## config.mk

```make
export PLATFORM = sky130hd
export DESIGN_NAME = dts_iec61937_burst_packer_top
export DESIGN_NICKNAME = d
export VERILOG_FILES = /design/src/hw/rtl/dtsbp_pkg.sv /design/src/hw/rtl/dts_iec61937_burst_packer_top.sv /design/src/hw/rtl/dtsbp_front.sv /design/src/hw/rtl/dtsbp_fifo.sv /design/src/hw/rtl/dtsbp_back.sv
export SDC_FILE = /design/constraint.sdc
export NUM_CORES = 1
export LEC_CHECK = 0
export BUFFER_PORTS_ARGS = -buffer_cell sky130_fd_sc_hd__buf_2
export CORE_ASPECT_RATIO = 1.2
export CORE_UTILIZATION = 43
export DETAILED_ROUTE_END_ITERATION = 10
export HOLD_SLACK_MARGIN = 0.05
export PLACE_DENSITY_LB_ADDON = 0.2
export SYNTH_ARGS = -nofsm -noshare
export SYNTH_HDL_FRONTEND = slang
export SYNTH_HIERARCHICAL = 1
export SYNTH_SLANG_ARGS = --single-unit
```

## constraint.sdc

```tcl
create_clock -name clk -period 7.4 [get_ports clk]
set_input_delay 1.11 -clock clk [delete_from_list [all_inputs] [get_ports clk]]
set_output_delay 1.11 -clock clk [all_outputs]
set_load 0.01 [all_outputs]
```

## src/hw/rtl/dtsbp_pkg.sv

```systemverilog
// Shared types, constants and the sample rate table of the DTS burst packer.
package dtsbp_pkg;

    // Largest burst in bytes; longer bursts are capped to this
    localparam int MAX_BURST_BYTES = 6144;

    // Sync word that opens every DTS frame
    localparam logic [31:0] SYNC_WORD = 32'h7FFE8001;

    // Burst preamble and sync words
    localparam logic [15:0] PRE_PA  = 16'hF872;
    localparam logic [15:0] PRE_PB  = 16'h4E1F;
    localparam logic [15:0] SYNC_HI = 16'h7FFE;
    localparam logic [15:0] SYNC_LO = 16'h8001;

    // Frame byte positions
    localparam logic [13:0] HDR_START_POS = 14'd4;
    localparam logic [13:0] HDR_LAST_POS  = 14'd9;
    localparam logic [13:0] PAYLOAD_POS   = 14'd10;

    // Shortest legal frame, sync included
    localparam logic [14:0] MIN_FRAME = 15'd10;

    // Burst data type codes
    localparam logic [3:0] TYPE_OTHER = 4'h0;
    localparam logic [3:0] TYPE_1K    = 4'hA;
    localparam logic [3:0] TYPE_2K    = 4'hB;
    localparam logic [3:0] TYPE_4K    = 4'hC;
    localparam logic [3:0] TYPE_8K    = 4'hD;

    // Block counts with fixed burst sizes
    localparam logic [6:0] NBS_1K = 7'd7;
    localparam logic [6:0] NBS_2K = 7'd15;
    localparam logic [6:0] NBS_4K = 7'd31;
    localparam logic [6:0] NBS_8K = 7'd63;
    localparam logic [6:0] NBS_MIN = 7'd5;
    localparam logic [6:0] NBS_MAX = 7'd127;

    localparam logic [14:0] BURST_1K  = 15'd1024;
    localparam logic [14:0] BURST_2K  = 15'd2048;
    localparam logic [14:0] BURST_4K  = 15'd4096;
    localparam logic [14:0] BURST_8K  = 15'd8192;
    localparam logic [14:0] BURST_CAP = 15'(MAX_BURST_BYTES);

    // Preamble word slots, in send order
    localparam logic [3:0] SLOT_PA   = 4'd0;
    localparam logic [3:0] SLOT_PB   = 4'd1;
    localparam logic [3:0] SLOT_PC   = 4'd2;
    localparam logic [3:0] SLOT_PD   = 4'd3;
    localparam logic [3:0] SLOT_SYH  = 4'd4;
    localparam logic [3:0] SLOT_SYL  = 4'd5;
    localparam logic [3:0] SLOT_HDR0 = 4'd6;
    localparam logic [3:0] SLOT_HDR1 = 4'd7;
    localparam logic [3:0] SLOT_HDR2 = 4'd8;

    // Config reset value
    localparam logic [15:0] RATE_RESET = 16'd48000;

    // Queue geometry (depth is a power of two)
    localparam int QUEUE_AW    = 2;
    localparam int QUEUE_DEPTH = 1 << QUEUE_AW;

    // One queued job: a whole preamble or a single payload word
    typedef struct packed {
        logic        is_pre;
        logic [3:0]  tc;
        logic [47:0] hdr;
        logic [15:0] word;
        logic        last;
        logic [12:0] pad;
    } dtsbp_entry_t;

    // Queue status seen by both sides
    typedef struct packed {
        logic full;
        logic empty;
    } dtsbp_qstat_t;

    // Sample rate code to Hz; unused codes give zero
    function automatic logic [15:0] rate_lookup(input logic [3:0] code);
        logic [15:0] hz;
        case (code)
            4'd1, 4'd2, 4'd3:    hz = 16'd32000;
            4'd6, 4'd7, 4'd8:    hz = 16'd44100;
            4'd11, 4'd12, 4'd13: hz = 16'd48000;
            default:             hz = 16'd0;
        endcase
        return hz;
    endfunction

endpackage

```

## src/hw/rtl/dts_iec61937_burst_packer_top.sv

```systemverilog
// Top level of the DTS to IEC 61937 burst packer.
//
// Takes one stream byte per beat, hunts for the DTS sync word, checks the
// six header bytes that follow and, for a good frame, sends the burst
// preamble (Pa, Pb, Pc, Pd), the sync words, the header and the payload as
// big-endian 16-bit words; the final word has last set and pad_bytes gives
// the zero bytes that fill the burst. Rejected headers (burst shorter than
// frame, frame under 10 bytes, rate not equal to expected_rate) produce no
// output and hunting resumes. Input is taken at one byte per cycle whenever
// the four-entry job queue has room. The byte that completes a word or a
// good header becomes a queue entry on its own beat, and the word sequencer
// then reads it from the queue into its registered output stage. A good
// header expands into nine preamble words in the word sequencer while
// payload words arrive one per two input bytes, so for frames of 16 bytes
// or more the queue fills during the preamble and input stalls; after that,
// steady input runs at one byte per cycle except when the output side stalls.
// expected_rate is written over the cfg channel, which is always ready; the
// user must write it only while the block is idle; the block does not enforce it.
module dts_iec61937_burst_packer_top (
    input  logic        clk,
    input  logic        rst_n,
    input  logic        in_valid,
    output logic        in_ready,
    input  logic [7:0]  data_byte,
    output logic        out_valid,
    input  logic        out_ready,
    output logic [15:0] word,
    output logic        last,
    output logic [12:0] pad_bytes,
    input  logic        cfg_valid,
    output logic        cfg_ready,
    input  logic [15:0] cfg_data
);

    logic [15:0]             expected_rate_reg;
    logic                    push;
    logic                    pop;
    dtsbp_pkg::dtsbp_entry_t push_data;
    dtsbp_pkg::dtsbp_entry_t head;
    dtsbp_pkg::dtsbp_qstat_t qstat;

    // Rate register
    assign cfg_ready = 1'b1;

    always_ff @(posedge clk or negedge rst_n)
    begin
        if (!rst_n)
        begin
            expected_rate_reg <= dtsbp_pkg::RATE_RESET;
        end
        else if (cfg_valid && cfg_ready)
        begin
            expected_rate_reg <= cfg_data;
        end
    end

    dtsbp_front u_front (
        .clk           (clk),
        .rst_n         (rst_n),
        .in_valid      (in_valid),
        .in_ready      (in_ready),
        .data_byte     (data_byte),
        .expected_rate (expected_rate_reg),
        .qstat         (qstat),
        .push          (push),
        .push_data     (push_data)
    );

    dtsbp_fifo u_fifo (
        .clk       (clk),
        .rst_n     (rst_n),
        .push      (push),
        .push_data (push_data),
        .pop       (pop),
        .pop_data  (head),
        .qstat     (qstat)
    );

    dtsbp_back u_back (
        .clk       (clk),
        .rst_n     (rst_n),
        .head      (head),
        .qstat     (qstat),
        .pop       (pop),
        .out_valid (out_valid),
        .out_ready (out_ready),
        .word      (word),
        .last      (last),
        .pad_bytes (pad_bytes)
    );

    // Pad count only rides on the final word of a burst
    a_pad_only_on_last: assert property (@(posedge clk) disable iff (!rst_n)
        out_valid && !last |-> pad_bytes == 13'd0)
        else $error("pad_bytes nonzero on a word that is not last");

    // Front never writes a full queue
    a_no_push_full: assert property (@(posedge clk) disable iff (!rst_n)
        push |-> !qstat.full)
        else $error("job pushed into full queue");

    // Back never drains an empty queue
    a_no_pop_empty: assert property (@(posedge clk) disable iff (!rst_n)
        pop |-> !qstat.empty)
        else $error("job popped from empty queue");

endmodule

```

## src/hw/rtl/dtsbp_front.sv

```systemverilog
// Front end: sync hunt, header decode and check, payload byte pairing.
module dtsbp_front (
    input  logic                    clk,
    input  logic                    rst_n,
    input  logic                    in_valid,
    output logic                    in_ready,
    input  logic [7:0]              data_byte,
    input  logic [15:0]             expected_rate,
    input  dtsbp_pkg::dtsbp_qstat_t qstat,
    output logic                    push,
    output dtsbp_pkg::dtsbp_entry_t push_data
);

    logic [31:0] sync_shift_reg, sync_shift_next;
    logic [13:0] pos_reg, pos_next;
    logic [7:0]  hdr_reg [0:4];
    logic [7:0]  held_reg, held_next;
    logic [13:0] flen_reg, flen_next;
    logic [12:0] pad_reg, pad_next;

    logic        acc;
    logic        in_frame;
    logic [13:0] pos_inc;
    logic        hdr_we;
    logic [2:0]  hdr_idx;

    // decode of the registered header bytes
    logic [6:0]  nbs;
    logic [6:0]  nbs_eff;
    logic [7:0]  nbs_p1;
    logic [3:0]  tc;
    logic [14:0] burst_raw;
    logic [14:0] burst;
    logic [14:0] fl;
    logic [14:0] fl_even;
    logic [15:0] used;
    logic [15:0] burst16;
    logic [12:0] pad;
    logic [15:0] rate;
    logic        hdr_ok;

    // Header decode
    always_comb
    begin
        nbs     = {hdr_reg[0][0], hdr_reg[1][7:2]};
        nbs_eff = (nbs < dtsbp_pkg::NBS_MIN) ? dtsbp_pkg::NBS_MAX : nbs;
        nbs_p1  = {1'b0, nbs_eff} + 8'd1;
        case (nbs)
            dtsbp_pkg::NBS_1K:
            begin
                tc = dtsbp_pkg::TYPE_1K;
                burst_raw = dtsbp_pkg::BURST_1K;
            end
            dtsbp_pkg::NBS_2K:
            begin
                tc = dtsbp_pkg::TYPE_2K;
                burst_raw = dtsbp_pkg::BURST_2K;
            end
            dtsbp_pkg::NBS_4K:
            begin
                tc = dtsbp_pkg::TYPE_4K;
                burst_raw = dtsbp_pkg::BURST_4K;
            end
            dtsbp_pkg::NBS_8K:
            begin
                tc = dtsbp_pkg::TYPE_8K;
                burst_raw = dtsbp_pkg::BURST_8K;
            end
            default:
            begin
                tc = dtsbp_pkg::TYPE_OTHER;
                burst_raw = {1'b0, nbs_p1, 6'd0} + 15'd2;
            end
        endcase
        burst = (burst_raw > dtsbp_pkg::BURST_CAP) ? dtsbp_pkg::BURST_CAP : burst_raw;

        fl      = {1'b0, hdr_reg[1][1:0], hdr_reg[2], hdr_reg[3][7:4]} + 15'd1;
        fl_even = fl + {14'd0, fl[0]};
        used    = {1'b0, fl_even} + 16'd8;
        burst16 = {1'b0, burst};
        pad     = (burst16 > used) ? 13'(burst16 - used) : 13'd0;

        rate   = dtsbp_pkg::rate_lookup(hdr_reg[4][5:2]);
        hdr_ok = !(burst < fl) && !(fl < dtsbp_pkg::MIN_FRAME) && (rate == expected_rate);
    end

    // Byte classification and job generation
    always_comb
    begin
        in_ready = !qstat.full;
        acc      = in_valid && in_ready;
        in_frame = (sync_shift_reg == dtsbp_pkg::SYNC_WORD);
        pos_inc  = pos_reg + 14'd1;
        hdr_idx  = 3'(pos_reg - dtsbp_pkg::HDR_START_POS);
        hdr_we   = acc && in_frame && (pos_reg < dtsbp_pkg::HDR_LAST_POS);

        sync_shift_next = sync_shift_reg;
        pos_next        = pos_reg;
        held_next       = held_reg;
        flen_next       = flen_reg;
        pad_next        = pad_reg;
        push            = 1'b0;
        push_data       = '0;

        if (acc)
        begin
            if (!in_frame)
            begin
                sync_shift_next = {sync_shift_reg[23:0], data_byte};
            end
            else if (pos_reg < dtsbp_pkg::PAYLOAD_POS)
            begin
                pos_next = pos_inc;
                if (pos_reg == dtsbp_pkg::HDR_LAST_POS)
                begin
                    if (hdr_ok)
                    begin
                        push             = 1'b1;
                        push_data.is_pre = 1'b1;
                        push_data.tc     = tc;
                        push_data.hdr    = {hdr_reg[0], hdr_reg[1], hdr_reg[2],
                                            hdr_reg[3], hdr_reg[4], data_byte};
                        push_data.word   = {fl[12:0], 3'b000};
                        flen_next        = fl[13:0];
                        pad_next         = pad;
                        if (fl == dtsbp_pkg::MIN_FRAME)
                        begin
                            // frame ends on the last header word
                            push_data.last  = 1'b1;
                            push_data.pad   = pad;
                            sync_shift_next = '1;
                            pos_next        = dtsbp_pkg::HDR_START_POS;
                        end
                    end
                    else
                    begin
                        sync_shift_next = '1;
                        pos_next        = dtsbp_pkg::HDR_START_POS;
                    end
                end
            end
            else if (!pos_reg[0])
            begin
                // high byte of a payload word
                held_next = data_byte;
                pos_next  = pos_inc;
                if (pos_inc >= flen_reg)
                begin
                    push            = 1'b1;
                    push_data.word  = {data_byte, 8'h00};
                    push_data.last  = 1'b1;
                    push_data.pad   = pad_reg;
                    sync_shift_next = '1;
                    pos_next        = dtsbp_pkg::HDR_START_POS;
                end
            end
            else
            begin
                // low byte completes the word
                pos_next       = pos_inc;
                push           = 1'b1;
                push_data.word = {held_reg, data_byte};
                if (pos_inc >= flen_reg)
                begin
                    push_data.last  = 1'b1;
                    push_data.pad   = pad_reg;
                    sync_shift_next = '1;
                    pos_next        = dtsbp_pkg::HDR_START_POS;
                end
            end
        end
    end

    // Control state
    always_ff @(posedge clk or negedge rst_n)
    begin
        if (!rst_n)
        begin
            sync_shift_reg <= '1;
            pos_reg        <= dtsbp_pkg::HDR_START_POS;
        end
        else
        begin
            sync_shift_reg <= sync_shift_next;
            pos_reg        <= pos_next;
        end
    end

    // Header bytes and frame data, always written before use
    always_ff @(posedge clk)
    begin
        if (hdr_we)
        begin
            hdr_reg[hdr_idx] <= data_byte;
        end
        held_reg <= held_next;
        flen_reg <= flen_next;
        pad_reg  <= pad_next;
    end

endmodule

```

## src/hw/rtl/dtsbp_fifo.sv

```systemverilog
// Job queue between the front end and the word sequencer.
module dtsbp_fifo (
    input  logic                    clk,
    input  logic                    rst_n,
    input  logic                    push,
    input  dtsbp_pkg::dtsbp_entry_t push_data,
    input  logic                    pop,
    output dtsbp_pkg::dtsbp_entry_t pop_data,
    output dtsbp_pkg::dtsbp_qstat_t qstat
);

    dtsbp_pkg::dtsbp_entry_t mem [0:dtsbp_pkg::QUEUE_DEPTH-1];

    logic [dtsbp_pkg::QUEUE_AW-1:0] wr_ptr_reg, wr_ptr_next;
    logic [dtsbp_pkg::QUEUE_AW-1:0] rd_ptr_reg, rd_ptr_next;
    logic [dtsbp_pkg::QUEUE_AW:0]   count_reg, count_next;

    // Pointer and fill update
    always_comb
    begin
        qstat.full  = (count_reg == (dtsbp_pkg::QUEUE_AW+1)'(dtsbp_pkg::QUEUE_DEPTH));
        qstat.empty = (count_reg == '0);
        wr_ptr_next = push ? wr_ptr_reg + 1'b1 : wr_ptr_reg;
        rd_ptr_next = pop ? rd_ptr_reg + 1'b1 : rd_ptr_reg;
        count_next  = count_reg;
        if (push && !pop)
        begin
            count_next = count_reg + 1'b1;
        end
        else if (pop && !push)
        begin
            count_next = count_reg - 1'b1;
        end
        pop_data = mem[rd_ptr_reg];
    end

    always_ff @(posedge clk or negedge rst_n)
    begin
        if (!rst_n)
        begin
            wr_ptr_reg <= '0;
            rd_ptr_reg <= '0;
            count_reg  <= '0;
        end
        else
        begin
            wr_ptr_reg <= wr_ptr_next;
            rd_ptr_reg <= rd_ptr_next;
            count_reg  <= count_next;
        end
    end

    // Entry storage
    always_ff @(posedge clk)
    begin
        if (push)
        begin
            mem[wr_ptr_reg] <= push_data;
        end
    end

endmodule

```

## src/hw/rtl/dtsbp_back.sv

```systemverilog
// Back end: expands queued jobs into output words behind a registered output stage.
module dtsbp_back (
    input  logic                    clk,
    input  logic                    rst_n,
    input  dtsbp_pkg::dtsbp_entry_t head,
    input  dtsbp_pkg::dtsbp_qstat_t qstat,
    output logic                    pop,
    output logic                    out_valid,
    input  logic                    out_ready,
    output logic [15:0]             word,
    output logic                    last,
    output logic [12:0]             pad_bytes
);

    logic [3:0]  slot_reg, slot_next;
    logic        valid_reg, valid_next;
    logic [15:0] word_reg, word_next;
    logic        last_reg, last_next;
    logic [12:0] pad_reg, pad_next;

    logic        can_load;
    logic        gen;
    logic        pre_done;
    logic [15:0] pre_word;

    // Preamble word for the current slot
    always_comb
    begin
        case (slot_reg)
            dtsbp_pkg::SLOT_PA:   pre_word = dtsbp_pkg::PRE_PA;
            dtsbp_pkg::SLOT_PB:   pre_word = dtsbp_pkg::PRE_PB;
            dtsbp_pkg::SLOT_PC:   pre_word = {12'd0, head.tc};
            dtsbp_pkg::SLOT_PD:   pre_word = head.word;
            dtsbp_pkg::SLOT_SYH:  pre_word = dtsbp_pkg::SYNC_HI;
            dtsbp_pkg::SLOT_SYL:  pre_word = dtsbp_pkg::SYNC_LO;
            dtsbp_pkg::SLOT_HDR0: pre_word = head.hdr[47:32];
            dtsbp_pkg::SLOT_HDR1: pre_word = head.hdr[31:16];
            dtsbp_pkg::SLOT_HDR2: pre_word = head.hdr[15:0];
            default:              pre_word = '0;
        endcase
    end

    // Sequencing and output stage load
    always_comb
    begin
        can_load   = !valid_reg || out_ready;
        gen        = !qstat.empty && can_load;
        pre_done   = (slot_reg == dtsbp_pkg::SLOT_HDR2);
        pop        = gen && (!head.is_pre || pre_done);

        slot_next  = slot_reg;
        valid_next = valid_reg && !out_ready;
        word_next  = word_reg;
        last_next  = last_reg;
        pad_next   = pad_reg;

        if (gen)
        begin
            valid_next = 1'b1;
            if (head.is_pre)
            begin
                word_next = pre_word;
                last_next = pre_done && head.last;
                pad_next  = pre_done ? head.pad : 13'd0;
                slot_next = pre_done ? dtsbp_pkg::SLOT_PA : slot_reg + 4'd1;
            end
            else
            begin
                word_next = head.word;
                last_next = head.last;
                pad_next  = head.pad;
            end
        end

        out_valid = valid_reg;
        word      = word_reg;
        last      = last_reg;
        pad_bytes = pad_reg;
    end

    always_ff @(posedge clk or negedge rst_n)
    begin
        if (!rst_n)
        begin
            slot_reg  <= dtsbp_pkg::SLOT_PA;
            valid_reg <= 1'b0;
        end
        else
        begin
            slot_reg  <= slot_next;
            valid_reg <= valid_next;
        end
    end

    // Output beat payload
    always_ff @(posedge clk)
    begin
        word_reg <= word_next;
        last_reg <= last_next;
        pad_reg  <= pad_next;
    end

endmodule
```

==> results of run 1 <==
per-layer routing:
metal	track usage (%)	vias up	wire length, um
met5	0	-	0
met2	34.5	371	27500
met4	6.69	0	1530
met1	26.8	6892	23300
li1	-	6053	-
met3	2.98	92	2660
path summary, 6_finish.rpt:
path	slack, ps	cells after the start	endpoint
min in group clk	500	1	u_fifo/count_reg[2]$_DFFE_PN0P_
hold / removal	350	1	u_fifo/rd_ptr_reg[0]$_DFFE_PN0P_
setup reg to reg	1180	20	u_fifo/mem[3][49]$_DFFE_PP_
setup / recovery	1180	20	u_fifo/mem[3][49]$_DFFE_PP_
hold reg to reg	500	1	u_fifo/count_reg[2]$_DFFE_PN0P_
max in group asynchronous	5940	2	u_back/out_valid$_DFF_PN0_
cell type report:
cell class / count / area, um^2 / area share (%)
Clock buffer: 71 / 1390 / 5.39
Clock inverter: 23 / 274 / 1.06
Inverter: 54 / 203 / 0.785
Multi-Input combinational cell: 900 / 7490 / 29.0
Sequential cell: 510 / 15000 / 58.1
Tap cell: 705 / 882 / 3.42
Timing Repair Buffer: 89 / 571 / 2.21
cell usage after synthesis (19+ instances only):
master                     count
sky130_fd_sc_hd__ha_1         52
sky130_fd_sc_hd__nor2_1      101
sky130_fd_sc_hd__dfrtp_1      34
sky130_fd_sc_hd__mux4_2       83
sky130_fd_sc_hd__buf_2        25
sky130_fd_sc_hd__and2_1       71
sky130_fd_sc_hd__o22ai_1      22
sky130_fd_sc_hd__clkbuf_1     38
sky130_fd_sc_hd__edfxtp_1    436
sky130_fd_sc_hd__o21ai_0      42
sky130_fd_sc_hd__dfstp_2      40
sky130_fd_sc_hd__inv_1        53
sky130_fd_sc_hd__a31oi_1      19
sky130_fd_sc_hd__nand3_1      24
sky130_fd_sc_hd__xnor2_1      31
sky130_fd_sc_hd__a21oi_1      55
sky130_fd_sc_hd__nand2_1      87
sky130_fd_sc_hd__nor3_1       22
sky130_fd_sc_hd__xor2_1       27
stage by stage:
stage,cell area [um^2],std cells,setup WS [ps]
6_report,25800,2352,1180
5_1_grt,25800,2352,706
4_1_cts,25800,2352,1150
3_5_place_dp,24200,2258,1120
3_3_place_gp,24200,2258,1330
2_1_floorplan,23200,1550,1150
cells by family (layout without fill, tap and decap cells):
group / after synthesis / in the layout / share of synthesized area [%]
AOI/OAI and AO/OA: 248 / 248 / 7.20
muxes: 116 / 116 / 9.80
buffers and inverters: 140 / 237 / 3.18
other: 2 / 3 / 0.0324
adders and majority gates: 54 / 54 / 2.93
DFF: 510 / 510 / 64.6
and+or+nand+nor: 415 / 415 / 9.46
xor gates and xnor gates: 64 / 64 / 2.75
power by group:
| group | switching [uW] | total (uW) | internal, uW |
|---|---|---|---|
| clock network | 1080 | 2570 | 1490 |
| registers | 25.4 | 3160 | 3140 |
| logic | 55.2 | 97.7 | 42.5 |
==> parameters.txt, run 1 <==
Parameter                              Value

Run status
  Result of the run    finished clean

CTS
  Clock-pin slew on the worst setup and hold paths    60 ps
  CTS HTree Levels    2
  Buffer levels on the longest clock path    3
  Insertion delay to the later sink of the worst-skew pair    610 ps
  Cell at the root of the clock tree    sky130_fd_sc_hd__clkbuf_16
  TritonCTS buffer count    51
  Hold bufs inserted after CTS    0
  Number of sinks handled by clock tree synthesis    510
  CTS tree    done
  CTS resizes    0
  # Post-CTS Setup Buffers    0

Logic synthesis
  Post-Synthesis Cell Area    23200 um^2
  Ys Warns    6
  Number of library cell types mapped by synthesis    87
  Synth area leader    sky130_fd_sc_hd__edfxtp_1
  Flip-flop cell with the highest count after synthesis    sky130_fd_sc_hd__edfxtp_1
  Async set-reset flop share out of synthesis    14.5%
  Sequential area share after synthesis    64.6%
  Number of synthesized register bits    510
  Synth top area share    56.4%
  Post-Syn Instances    1549
  Post-synth EDFFs    436
  Syn_area_per_cell    15.0 um^2
  Synth top area cells    sky130_fd_sc_hd__edfxtp_1 (56%), sky130_fd_sc_hd__mux4_2 (8.1%), sky130_fd_sc_hd__dfstp_2 (4.5%)

Die
  Rows    92
  Initial standard-cell utilization of the core    43.8%
  Number of placed I/O pins    62
  Area of the core    53000 um^2
  Horizontal die dimension    214 um
  Floorplan die area    54900 um^2
  Die height    256 um

Critical path
  Critical path data required time    7670 ps
  Bufs and invs on worst path    1
  Worst Setup Start Kind    register
  Reg2reg start    u_front/hdr_reg[1][5]$_DFFE_PP_
  Worst path most repeated cell    sky130_fd_sc_hd__nand2_1
  Crit Path Max Fanout    38
  Cell Chain, Critical Path    nor4_1 -> nand2_1 -> nand2b_1 -> ha_1 -> a31oi_1 -> o211ai_1 -> nand2_1 -> nand2_1 -> nor2_1 -> ha_1 -> and4_1 -> nor4b_1 -> nand4_1 -> a21oi_1 -> o2111ai_1 -> a211oi_2 -> a21oi_1 -> nor2_1 -> and2_4 -> buf_4
  CP max stage delay    710 ps
  Slowest stage cell, crit path    sky130_fd_sc_hd__and2_4
  Capturing element type of the critical path    register
  Top delay family on crit path    simple AND/OR/NAND/NOR gates
  Data arrival time at the worst-slack endpoint    6500 ps
  Crit path from    u_front/hdr_reg[1][5]$_DFFE_PP_
  Critical path type    reg -> reg

Timing
  Final Skew    37.5 ps
  Slew @ Worst Pin    1140 ps
  Hold violation count in the final report    0
  Final worst path period share    84.1%
  # setup viols final    0
  Final min period    6220 ps
  TNS Setup    0 ps
  Maximum frequency from static timing analysis    161 MHz
  Number of slew-limit violations in the final report    0
  RSZ-0062 raised after global routing    false
  Headroom to the max-slew limit    23.8%
  Final worst hold slack    347 ps

Hold path
  Class of the tightest hold or removal check    in -> async

GRT
  First-pass GRT wire length    84500 um
  Global router's overall resource usage    20.3%
  Number of global-route vias before repair    13600
  GRT overflow    0
  Antenna violations before repair    1
  Maximum number of pins on one net before global-route repair    68

Layout
  Antenna diodes    0
  Most frequent cells in the layout    sky130_fd_sc_hd__edfxtp_1 (436), sky130_fd_sc_hd__nor2_1 (100), sky130_fd_sc_hd__nand2_1 (87), sky130_fd_sc_hd__mux4_2 (83), sky130_fd_sc_hd__and2_1 (67)
  Flip-flop count of the largest register after layout    332
  Fraction of final layout cells sized beyond drive strength 1    21.8%
  Fin nets    1688
  Post-layout util    48.8%
  Total of fill cells in the finished design    4556
  Area Overhead vs Synth    11.3%
  Most common cell after layout, fill and taps aside    sky130_fd_sc_hd__edfxtp_1

Placed design
  Final HPWL DP    36400 um
  Final weighted congestion in routability-driven placement    0.863
  Count of input and output buffers    60

Routing
  Total routed wirelength    55000 um
  Via total after detailed routing    13400
  Via-to-Cell Ratio    5.70
  Detailed-routing iteration count for the pre-antenna-repair pass    5
  Number of nets with antenna violations after routing    0
  Count of routing violations after the opening detailed-route iteration    1197
  WL per Instance    23.4 um
  DRC viols    0

Power and ir drop
  Post-route total power    5830 uW
  Worst supply voltage drop on vdd    0.000171 V
  PwrDens    226 nW/um^2
  Static leakage    0.00803 uW

Job
  Max capacitance violation total    0
Power figures use the tool's default switching activity.
==> run 2: changes to the inputs <==
ABC_AREA = 1   (was unset)
clock period = 5.8 ns   (was 7.4 ns; I/O delays follow)
==> parameters.txt, run 2 <==
Parameter                              Value

GRT
  First-pass GRT wire length    94200 um (was 84500 um)
  Maximum number of pins on one net before global-route repair    249 (was 68)
  GRT overflow    0 (unchanged)
  Number of global-route vias before repair    16700 (was 13600)
  Antenna violations before repair    1 (unchanged)
  Global router's overall resource usage    20.9% (was 20.3%)

Timing
  Final min period    5280 ps (was 6220 ps)
  Final worst hold slack    151 ps (was 347 ps)
  Final worst path period share    91.1% (was 84.1%)
  Hold violation count in the final report    0 (unchanged)
  RSZ-0062 raised after global routing    false (unchanged)
  Slew @ Worst Pin    1120 ps (was 1140 ps)
  Headroom to the max-slew limit    25.1% (was 23.8%)
  # setup viols final    0 (unchanged)
  Number of slew-limit violations in the final report    0 (unchanged)
  TNS Setup    0 ps (unchanged)
  Final Skew    19.3 ps (was 37.5 ps)
  Maximum frequency from static timing analysis    189 MHz (was 161 MHz)

Placed design
  Final HPWL DP    41300 um (was 36400 um)
  Count of input and output buffers    60 (unchanged)
  Final weighted congestion in routability-driven placement    0.938 (was 0.863)

Logic synthesis
  Post-Syn Instances    2422 (was 1549)
  Flip-flop cell with the highest count after synthesis    sky130_fd_sc_hd__edfxtp_1 (unchanged)
  Most used standard cell by instance count after synthesis    sky130_fd_sc_hd__nand2_1 (was sky130_fd_sc_hd__edfxtp_1)
  Post-Synthesis Cell Area    24700 um^2 (was 23200 um^2)
  Synth top area cells    sky130_fd_sc_hd__edfxtp_1 (53%), sky130_fd_sc_hd__nand2_1 (8.3%), sky130_fd_sc_hd__inv_1 (5.8%) (was sky130_fd_sc_hd__edfxtp_1 (56%), sky130_fd_sc_hd__mux4_2 (8.1%), sky130_fd_sc_hd__dfstp_2 (4.5%))
  Number of library cell types mapped by synthesis    58 (was 87)
  Post-synth EDFFs    436 (unchanged)
  Synth top area share    52.9% (was 56.4%)
  Synth area leader    sky130_fd_sc_hd__edfxtp_1 (unchanged)
  Sequential area share after synthesis    60.6% (was 64.6%)
  Async set-reset flop share out of synthesis    14.5% (unchanged)
  Commonest cells in the synthesized netlist    sky130_fd_sc_hd__nand2_1 (549), sky130_fd_sc_hd__edfxtp_1 (436), sky130_fd_sc_hd__inv_1 (384), sky130_fd_sc_hd__nor2_1 (180), sky130_fd_sc_hd__o211ai_1 (168) (was sky130_fd_sc_hd__edfxtp_1 (436), sky130_fd_sc_hd__nor2_1 (101), sky130_fd_sc_hd__nand2_1 (87), sky130_fd_sc_hd__mux4_2 (83), sky130_fd_sc_hd__and2_1 (71))
  Ys Warns    6 (unchanged)
  Number of synthesized register bits    510 (unchanged)
  Syn_area_per_cell    10.2 um^2 (was 15.0 um^2)

Routing
  Detailed-routing iteration count for the pre-antenna-repair pass    6 (was 5)
  Number of nets with antenna violations after routing    0 (unchanged)
  Via total after detailed routing    16900 (was 13400)
  Count of routing violations after the opening detailed-route iteration    1509 (was 1197)
  DRC viols    0 (unchanged)
  Via-to-Cell Ratio    5.21 (was 5.70)
  WL per Instance    18.5 um (was 23.4 um)
  Total routed wirelength    60300 um (was 55000 um)

Critical path
  Critical path data required time    6080 ps (was 7670 ps)
  Capturing element type of the critical path    register (unchanged)
  Top delay family on crit path    simple AND/OR/NAND/NOR gates (unchanged)
  Reg2reg start    u_front/hdr_reg[1][6]$_DFFE_PP_ (was u_front/hdr_reg[1][5]$_DFFE_PP_)
  Worst path most repeated cell    sky130_fd_sc_hd__nand2_1 (unchanged)
  Crit Path Max Fanout    14 (was 38)
  Data arrival time at the worst-slack endpoint    5560 ps (was 6500 ps)
  CP Depth    28 (was 20)
  Cell count of the worst reg-to-reg path    28 (was 20)
  Worst Setup Start Kind    register (unchanged)
  Worst-case register-to-register setup slack    520 ps (was 1180 ps)
  Critical path type    reg -> reg (unchanged)
  Endpoint of the most critical register-to-register path    u_fifo/mem[3][8]$_DFFE_PP_ (was u_fifo/mem[3][49]$_DFFE_PP_)
  Slowest stage cell, crit path    sky130_fd_sc_hd__edfxtp_1 (was sky130_fd_sc_hd__and2_4)
  CP max stage delay    410 ps (was 710 ps)
  Bufs and invs on worst path    5 (was 1)

CTS
  Buffer levels on the longest clock path    3 (unchanged)
  Number of sinks handled by clock tree synthesis    510 (unchanged)
  Clock-pin slew on the worst setup and hold paths    60 ps (about the same)
  Insertion delay to the later sink of the worst-skew pair    600 ps (was 610 ps)
  Cell at the root of the clock tree    sky130_fd_sc_hd__clkbuf_16 (unchanged)
  TritonCTS buffer count    51 (unchanged)
  CTS HTree Levels    2 (unchanged)
  CTS tree    done (unchanged)

Layout
  Flip-flop count of the largest register after layout    332 (unchanged)
  Most frequent cells in the layout    sky130_fd_sc_hd__nand2_1 (548), sky130_fd_sc_hd__edfxtp_1 (436), sky130_fd_sc_hd__inv_1 (379), sky130_fd_sc_hd__nor2_1 (180), sky130_fd_sc_hd__o211ai_1 (168) (was sky130_fd_sc_hd__edfxtp_1 (436), sky130_fd_sc_hd__nor2_1 (100), sky130_fd_sc_hd__nand2_1 (87), sky130_fd_sc_hd__mux4_2 (83), sky130_fd_sc_hd__and2_1 (67))
  Antenna diodes    0 (unchanged)
  Area Overhead vs Synth    11.2% (was 11.3%)
  Fraction of final layout cells sized beyond drive strength 1    13.7% (was 21.8%)
  Fin nets    2562 (was 1688)
  Most common cell after layout, fill and taps aside    sky130_fd_sc_hd__nand2_1 (was sky130_fd_sc_hd__edfxtp_1)
  Total of fill cells in the finished design    5014 (was 4556)

Power and ir drop
  Static leakage    0.0119 uW (was 0.00803 uW)
  PwrDens    384 nW/um^2 (was 226 nW/um^2)
  Worst supply voltage drop on vdd    0.000255 V (was 0.000171 V)

Die
  Horizontal die dimension    221 um (was 214 um)
  Floorplan die area    58500 um^2 (was 54900 um^2)
  Initial standard-cell utilization of the core    43.8% (about the same)
  Rows    95 (was 92)
  Number of placed I/O pins    62 (unchanged)
  Area of the core    56500 um^2 (was 53000 um^2)
  Die height    265 um (was 256 um)

Run status
  Result of the run    finished clean (unchanged)

Hold path
  Class of the tightest hold or removal check    in -> async (unchanged)

Job
  Max capacitance violation total    0 (unchanged)
-- run 2: cell count changes after synthesis, moves of 32 or more --
cell | previous run | this run
sky130_fd_sc_hd__nand3_1 | 24 | 84
sky130_fd_sc_hd__and2_1 | 71 | 0
sky130_fd_sc_hd__nor2_1 | 101 | 180
sky130_fd_sc_hd__mux4_2 | 83 | 0
sky130_fd_sc_hd__nor2_2 | 0 | 32
sky130_fd_sc_hd__nand2_1 | 87 | 549
sky130_fd_sc_hd__nand4_1 | 18 | 64
sky130_fd_sc_hd__inv_1 | 53 | 384
sky130_fd_sc_hd__o211ai_1 | 2 | 168
-- run 2: worst max-delay path by stage --
stage                                          startpoint                               to  slack, ps
final                     u_front/hdr_reg[1][6]$_DFFE_PP_       u_fifo/mem[3][8]$_DFFE_PP_        520
after global routing      u_front/hdr_reg[1][6]$_DFFE_PP_  u_fifo/count_reg[2]$_DFFE_PN0P_         30
after CTS                 u_front/hdr_reg[1][6]$_DFFE_PP_       u_fifo/mem[1][0]$_DFFE_PP_        240
after detailed placement  u_front/hdr_reg[1][6]$_DFFE_PP_       u_fifo/mem[1][4]$_DFFE_PP_        250
after global placement    u_front/hdr_reg[1][6]$_DFFE_PP_       u_fifo/mem[1][7]$_DFFE_PP_        470
after floorplan           u_front/hdr_reg[1][6]$_DFFE_PP_       u_fifo/mem[0][0]$_DFFE_PP_        460
-- run 2: logic make-up after synthesis --
| group | Yosys count | share of synthesized area (%) |
|---|---|---|
| DFF | 510 | 60.6 |
| AOI/OAI and AO/OA | 318 | 8.44 |
| xor gates and xnor gates | 42 | 1.52 |
| other | 2 | 0.0304 |
| buffers and inverters | 508 | 9.09 |
| adders and majority gates | 53 | 2.71 |
| and+or+nand+nor | 989 | 17.6 |
-- run 2: where the power goes --
| part | switching, uW | internal [uW] | total [uW] |
|---|---|---|---|
| Sequential | 259 | 4330 | 4590 |
| Clock | 1400 | 1910 | 3310 |
| Combinational | 1870 | 795 | 2660 |
-- run 2: per-stage QoR --
| stage | utilization, % | cell area [um^2] | std cells | power [uW] | setup WS, ps |
|---|---|---|---|---|---|
| finish | 48.7 | 27500 | 3249 | 10600 | 519 |
| global route | 48.7 | 27500 | 3249 | 11100 | 26.5 |
| CTS | 48.6 | 27500 | 3246 | 10700 | 242 |
| detailed placement | 45.7 | 25800 | 3151 | 7360 | 253 |
| global placement | 45.7 | 25800 | 3151 | 7320 | 467 |
| floorplan | - | 24800 | 2423 | 6640 | 458 |
-- run 2: per-layer routing --
metal	wire [um]	up-vias	track usage, %
li1	-	8229	-
met1	26000	8152	27.1
met2	29300	421	35.8
met3	2710	113	2.58
met4	2230	0	8.26
met5	0	-	0
-- run 2: cell type report --
cell class,count,area [um^2],share of cell area [%]
inverters,403,1530,5.57
multi-input cells,1405,7530,27.4
clock inverters,35,325,1.18
repair buffers,109,846,3.07
flip-flops and latches,510,15000,54.5
clock buffers,60,1360,4.95
well taps,727,910,3.31
-- run 2: what timing repair did --
item / in CTS / in global routing
endpoints found under the setup margin: 0 / 339
buffers inserted: 0 / 3
hold buffers: 0 / 0
gates resized for setup: 0 / 3
-- run 2: worst reg2reg max path, delay by kind of cell (launching register included) --
kind / cells / cell delay, ps
buf+inv: 5 / 1120
fa+ha+maj: 2 / 440
flops: 1 / 410
compound gates: 7 / 1130
simple gates: 14 / 1870
==> run 3: changes to the inputs <==
BUFFER_PORTS_ARGS = unset   (was -buffer_cell sky130_fd_sc_hd__buf_2)
CTS_CLUSTER_DIAMETER = 50   (was unset)
DONT_BUFFER_PORTS = 1   (was unset)
clock period = 4.3 ns   (was 5.8 ns; I/O delays follow)
==> parameters.txt, run 3 (synthesis gave the netlist of run 2 again) <==
Parameter                              Value

Run status
  Result of the run    complete, but fails checks (was finished clean)
  Violated checks    setup timing

GRT
  Met1 track demand over resource in global routing    26.9% (was 27.1%)
  Antenna violations before repair    4 (was 1)
  Busiest grt layer    met2 (unchanged)
  GRT overflow    0 (unchanged)
  Global Route met2 Usage    37.0% (was 35.8%)
  Met3 demand-to-capacity share in global routing    3.58% (was 2.58%)
  Global router's overall resource usage    21.4% (was 20.9%)
  Number of global-route vias before repair    16900 (was 16700)
  Maximum number of pins on one net before global-route repair    112 (was 249)
  First-pass GRT wire length    95600 um (was 94200 um)

Critical path
  Critical path data required time    4610 ps (was 6080 ps)
  Crit Path Max Fanout    8 (was 14)
  Worst Setup Start Kind    register (unchanged)
  Top delay family on crit path    buffers and inverters (was simple AND/OR/NAND/NOR gates)
  Slowest stage cell, crit path    sky130_fd_sc_hd__edfxtp_1 (unchanged)
  Bufs and invs on worst path    9 (was 5)
  Data arrival time at the worst-slack endpoint    4850 ps (was 5560 ps)
  Capturing element type of the critical path    register (unchanged)
  Critical path type    reg -> reg (unchanged)
  CP max stage delay    410 ps (about the same)

Routing
  Via total after detailed routing    17500 (was 16900)
  Number of nets with antenna violations after routing    0 (unchanged)
  Count of routing violations after the opening detailed-route iteration    1547 (was 1509)
  Total routed wirelength    66500 um (was 60300 um)
  Detailed-routing iteration count for the pre-antenna-repair pass    6 (unchanged)
  WL per Instance    20.0 um (was 18.5 um)
  DRC viols    0 (unchanged)
  Via-to-Cell Ratio    5.26 (was 5.21)

Die
  Floorplan die area    58500 um^2 (unchanged)
  Initial standard-cell utilization of the core    43.8% (unchanged)
  Die height    265 um (unchanged)
  Number of placed I/O pins    62 (unchanged)
  Horizontal die dimension    221 um (unchanged)
  Area of the core    56500 um^2 (unchanged)
  Rows    95 (unchanged)

Timing
  Final Skew    29.4 ps (was 19.3 ps)
  Headroom to the max-slew limit    29.9% (was 25.1%)
  Maximum frequency from static timing analysis    220 MHz (was 189 MHz)
  Number of slew-limit violations in the final report    0 (unchanged)
  Final worst path period share    106% (was 91.1%)
  Hold violation count in the final report    0 (unchanged)
  Final WS setup    -241 ps (was 519 ps)
  Final min period    4540 ps (was 5280 ps)
  Slew @ Worst Pin    1050 ps (was 1120 ps)
  Final worst hold slack    118 ps (was 151 ps)
  # setup viols final    338 (was 0)
  RSZ-0062 raised after global routing    true (was false)

CTS
  CTS tree    done (unchanged)
  TritonCTS buffer count    53 (was 51)
  Clock-pin slew on the worst setup and hold paths    60 ps (about the same)
  Buffer levels on the longest clock path    3 (unchanged)
  Number of sinks handled by clock tree synthesis    510 (unchanged)
  CTS HTree Levels    2 (unchanged)
  Insertion delay to the later sink of the worst-skew pair    610 ps (was 600 ps)
  Cell at the root of the clock tree    sky130_fd_sc_hd__clkbuf_16 (unchanged)

Layout
  Total of fill cells in the finished design    4895 (was 5014)
  Flip-flop count of the largest register after layout    332 (unchanged)
  Final cell count without fillers    3326 (was 3249)
  Fraction of final layout cells sized beyond drive strength 1    18.7% (was 13.7%)
  Fin nets    2636 (was 2562)
  Most common cell after layout, fill and taps aside    sky130_fd_sc_hd__nand2_1 (unchanged)
  Most frequent cells in the layout    sky130_fd_sc_hd__nand2_1 (532), sky130_fd_sc_hd__edfxtp_1 (436), sky130_fd_sc_hd__inv_1 (374), sky130_fd_sc_hd__nor2_1 (169), sky130_fd_sc_hd__o211ai_1 (168) (was sky130_fd_sc_hd__nand2_1 (548), sky130_fd_sc_hd__edfxtp_1 (436), sky130_fd_sc_hd__inv_1 (379), sky130_fd_sc_hd__nor2_1 (180), sky130_fd_sc_hd__o211ai_1 (168))
  Area Overhead vs Synth    19.9% (was 11.2%)

Job
  Max capacitance violation total    0 (unchanged)

Placed design
  Final HPWL DP    41800 um (was 41300 um)
  Count of input and output buffers    0 (was 60)
  Placed Instances    3147 (was 3151)
  Final weighted congestion in routability-driven placement    0.908 (was 0.938)
  Pre-CTS worst setup slack    -230 ps (was 253 ps)

Hold path
  Class of the tightest hold or removal check    in -> reg (was in -> async)

Power and ir drop
  Worst supply voltage drop on vdd    0.000346 V (was 0.000255 V)
  PwrDens    485 nW/um^2 (was 384 nW/um^2)
  Static leakage    0.0128 uW (was 0.0119 uW)
==> run 3: changes by cell type in the layout (fill, tap and decap cells not counted), sizes merged <==
cell / delta
clkbuf: +34
clkinv: -3
inv: +4
dlygate4sd3: +1
bufinv: +1
buf: +40
diode: +3
clkinvlp: -3
==> run 3: final timing paths <==
check / from / endpoint / slack [ps] / depth (start not counted)
hold / removal: cfg_valid / expected_rate_reg[8]$_DFFE_PN1P_ / 120 / 2
hold reg to reg: u_front/sync_shift_reg[24]$_DFFE_PN1P_ / u_front/sync_shift_reg[24]$_DFFE_PN1P_ / 470 / 2
max in group asynchronous: rst_n / u_front/sync_shift_reg[21]$_DFFE_PN1P_ / 3310 / 2
setup reg to reg: u_front/hdr_reg[0][0]$_DFFE_PP_ / u_fifo/mem[0][51]$_DFFE_PP_ / -240 / 28
setup / recovery: u_front/hdr_reg[0][0]$_DFFE_PP_ / u_fifo/mem[0][51]$_DFFE_PP_ / -240 / 28
min in group asynchronous: rst_n / u_back/out_valid$_DFF_PN0_ / 590 / 2
==> run 3: area by class of cell <==
| class | instances | area, um^2 | area share (%) |
|---|---|---|---|
| multi-input cells | 1405 | 7950 | 26.8 |
| well taps | 727 | 910 | 3.07 |
| diodes | 3 | 7.51 | 0.0253 |
| flip-flops and latches | 510 | 15000 | 50.6 |
| repair buffers | 181 | 2480 | 8.35 |
| inverters | 403 | 1540 | 5.18 |
| clock buffers | 63 | 1430 | 4.81 |
| clock inverters | 34 | 349 | 1.18 |
==> run 3: through the flow <==
stage	utilization, %	TNS (ps)	power (uW)	area, um^2
after floorplan	-	-220420	8950	24800
after global routing	52.5	-127350	15100	29600
after CTS	49.9	-4890	14500	28200
after global placement	46.0	-19040	9710	26000
after detailed placement	46.0	-60160	9780	26000
final	52.5	-42860	14400	29700
==> run 3: power breakdown <==
group | switching (uW) | total, uW | leakage (uW) | internal [uW]
Sequential | 363 | 6220 | 0.00489 | 5860
Combinational | 2500 | 3490 | 0.00698 | 988
Clock | 1940 | 4670 | 0.000879 | 2740
==> run 3: timing repair <==
item | in CTS | in global routing
hold buffers | 2 | 0
endpoints found under the hold margin | 74 | 0
buffers inserted | 15 | 25
endpoints found under the setup margin | 372 | 574
resized for setup | 31 | 109
gates cloned | 4 | 37
pin swaps | 5 | 21
==> run 3: worst reg2reg max path, delay by kind of cell, from the launching register on <==
kind	cells	cell delay [ps]
compound gates	6	1000
xor+xnor	1	150
fa+ha+maj	2	460
buf+inv	9	1310
flops	1	410
simple gates	10	930
==> run 3: metal layers <==
layer,routed length [um],part of all wire [%],vias to the layer above
li1,-,-,8417
met1,27400,41,8457
met2,33100,50,492
met3,4000,6.0,118
met4,2030,3.1,0
met5,0,0,-
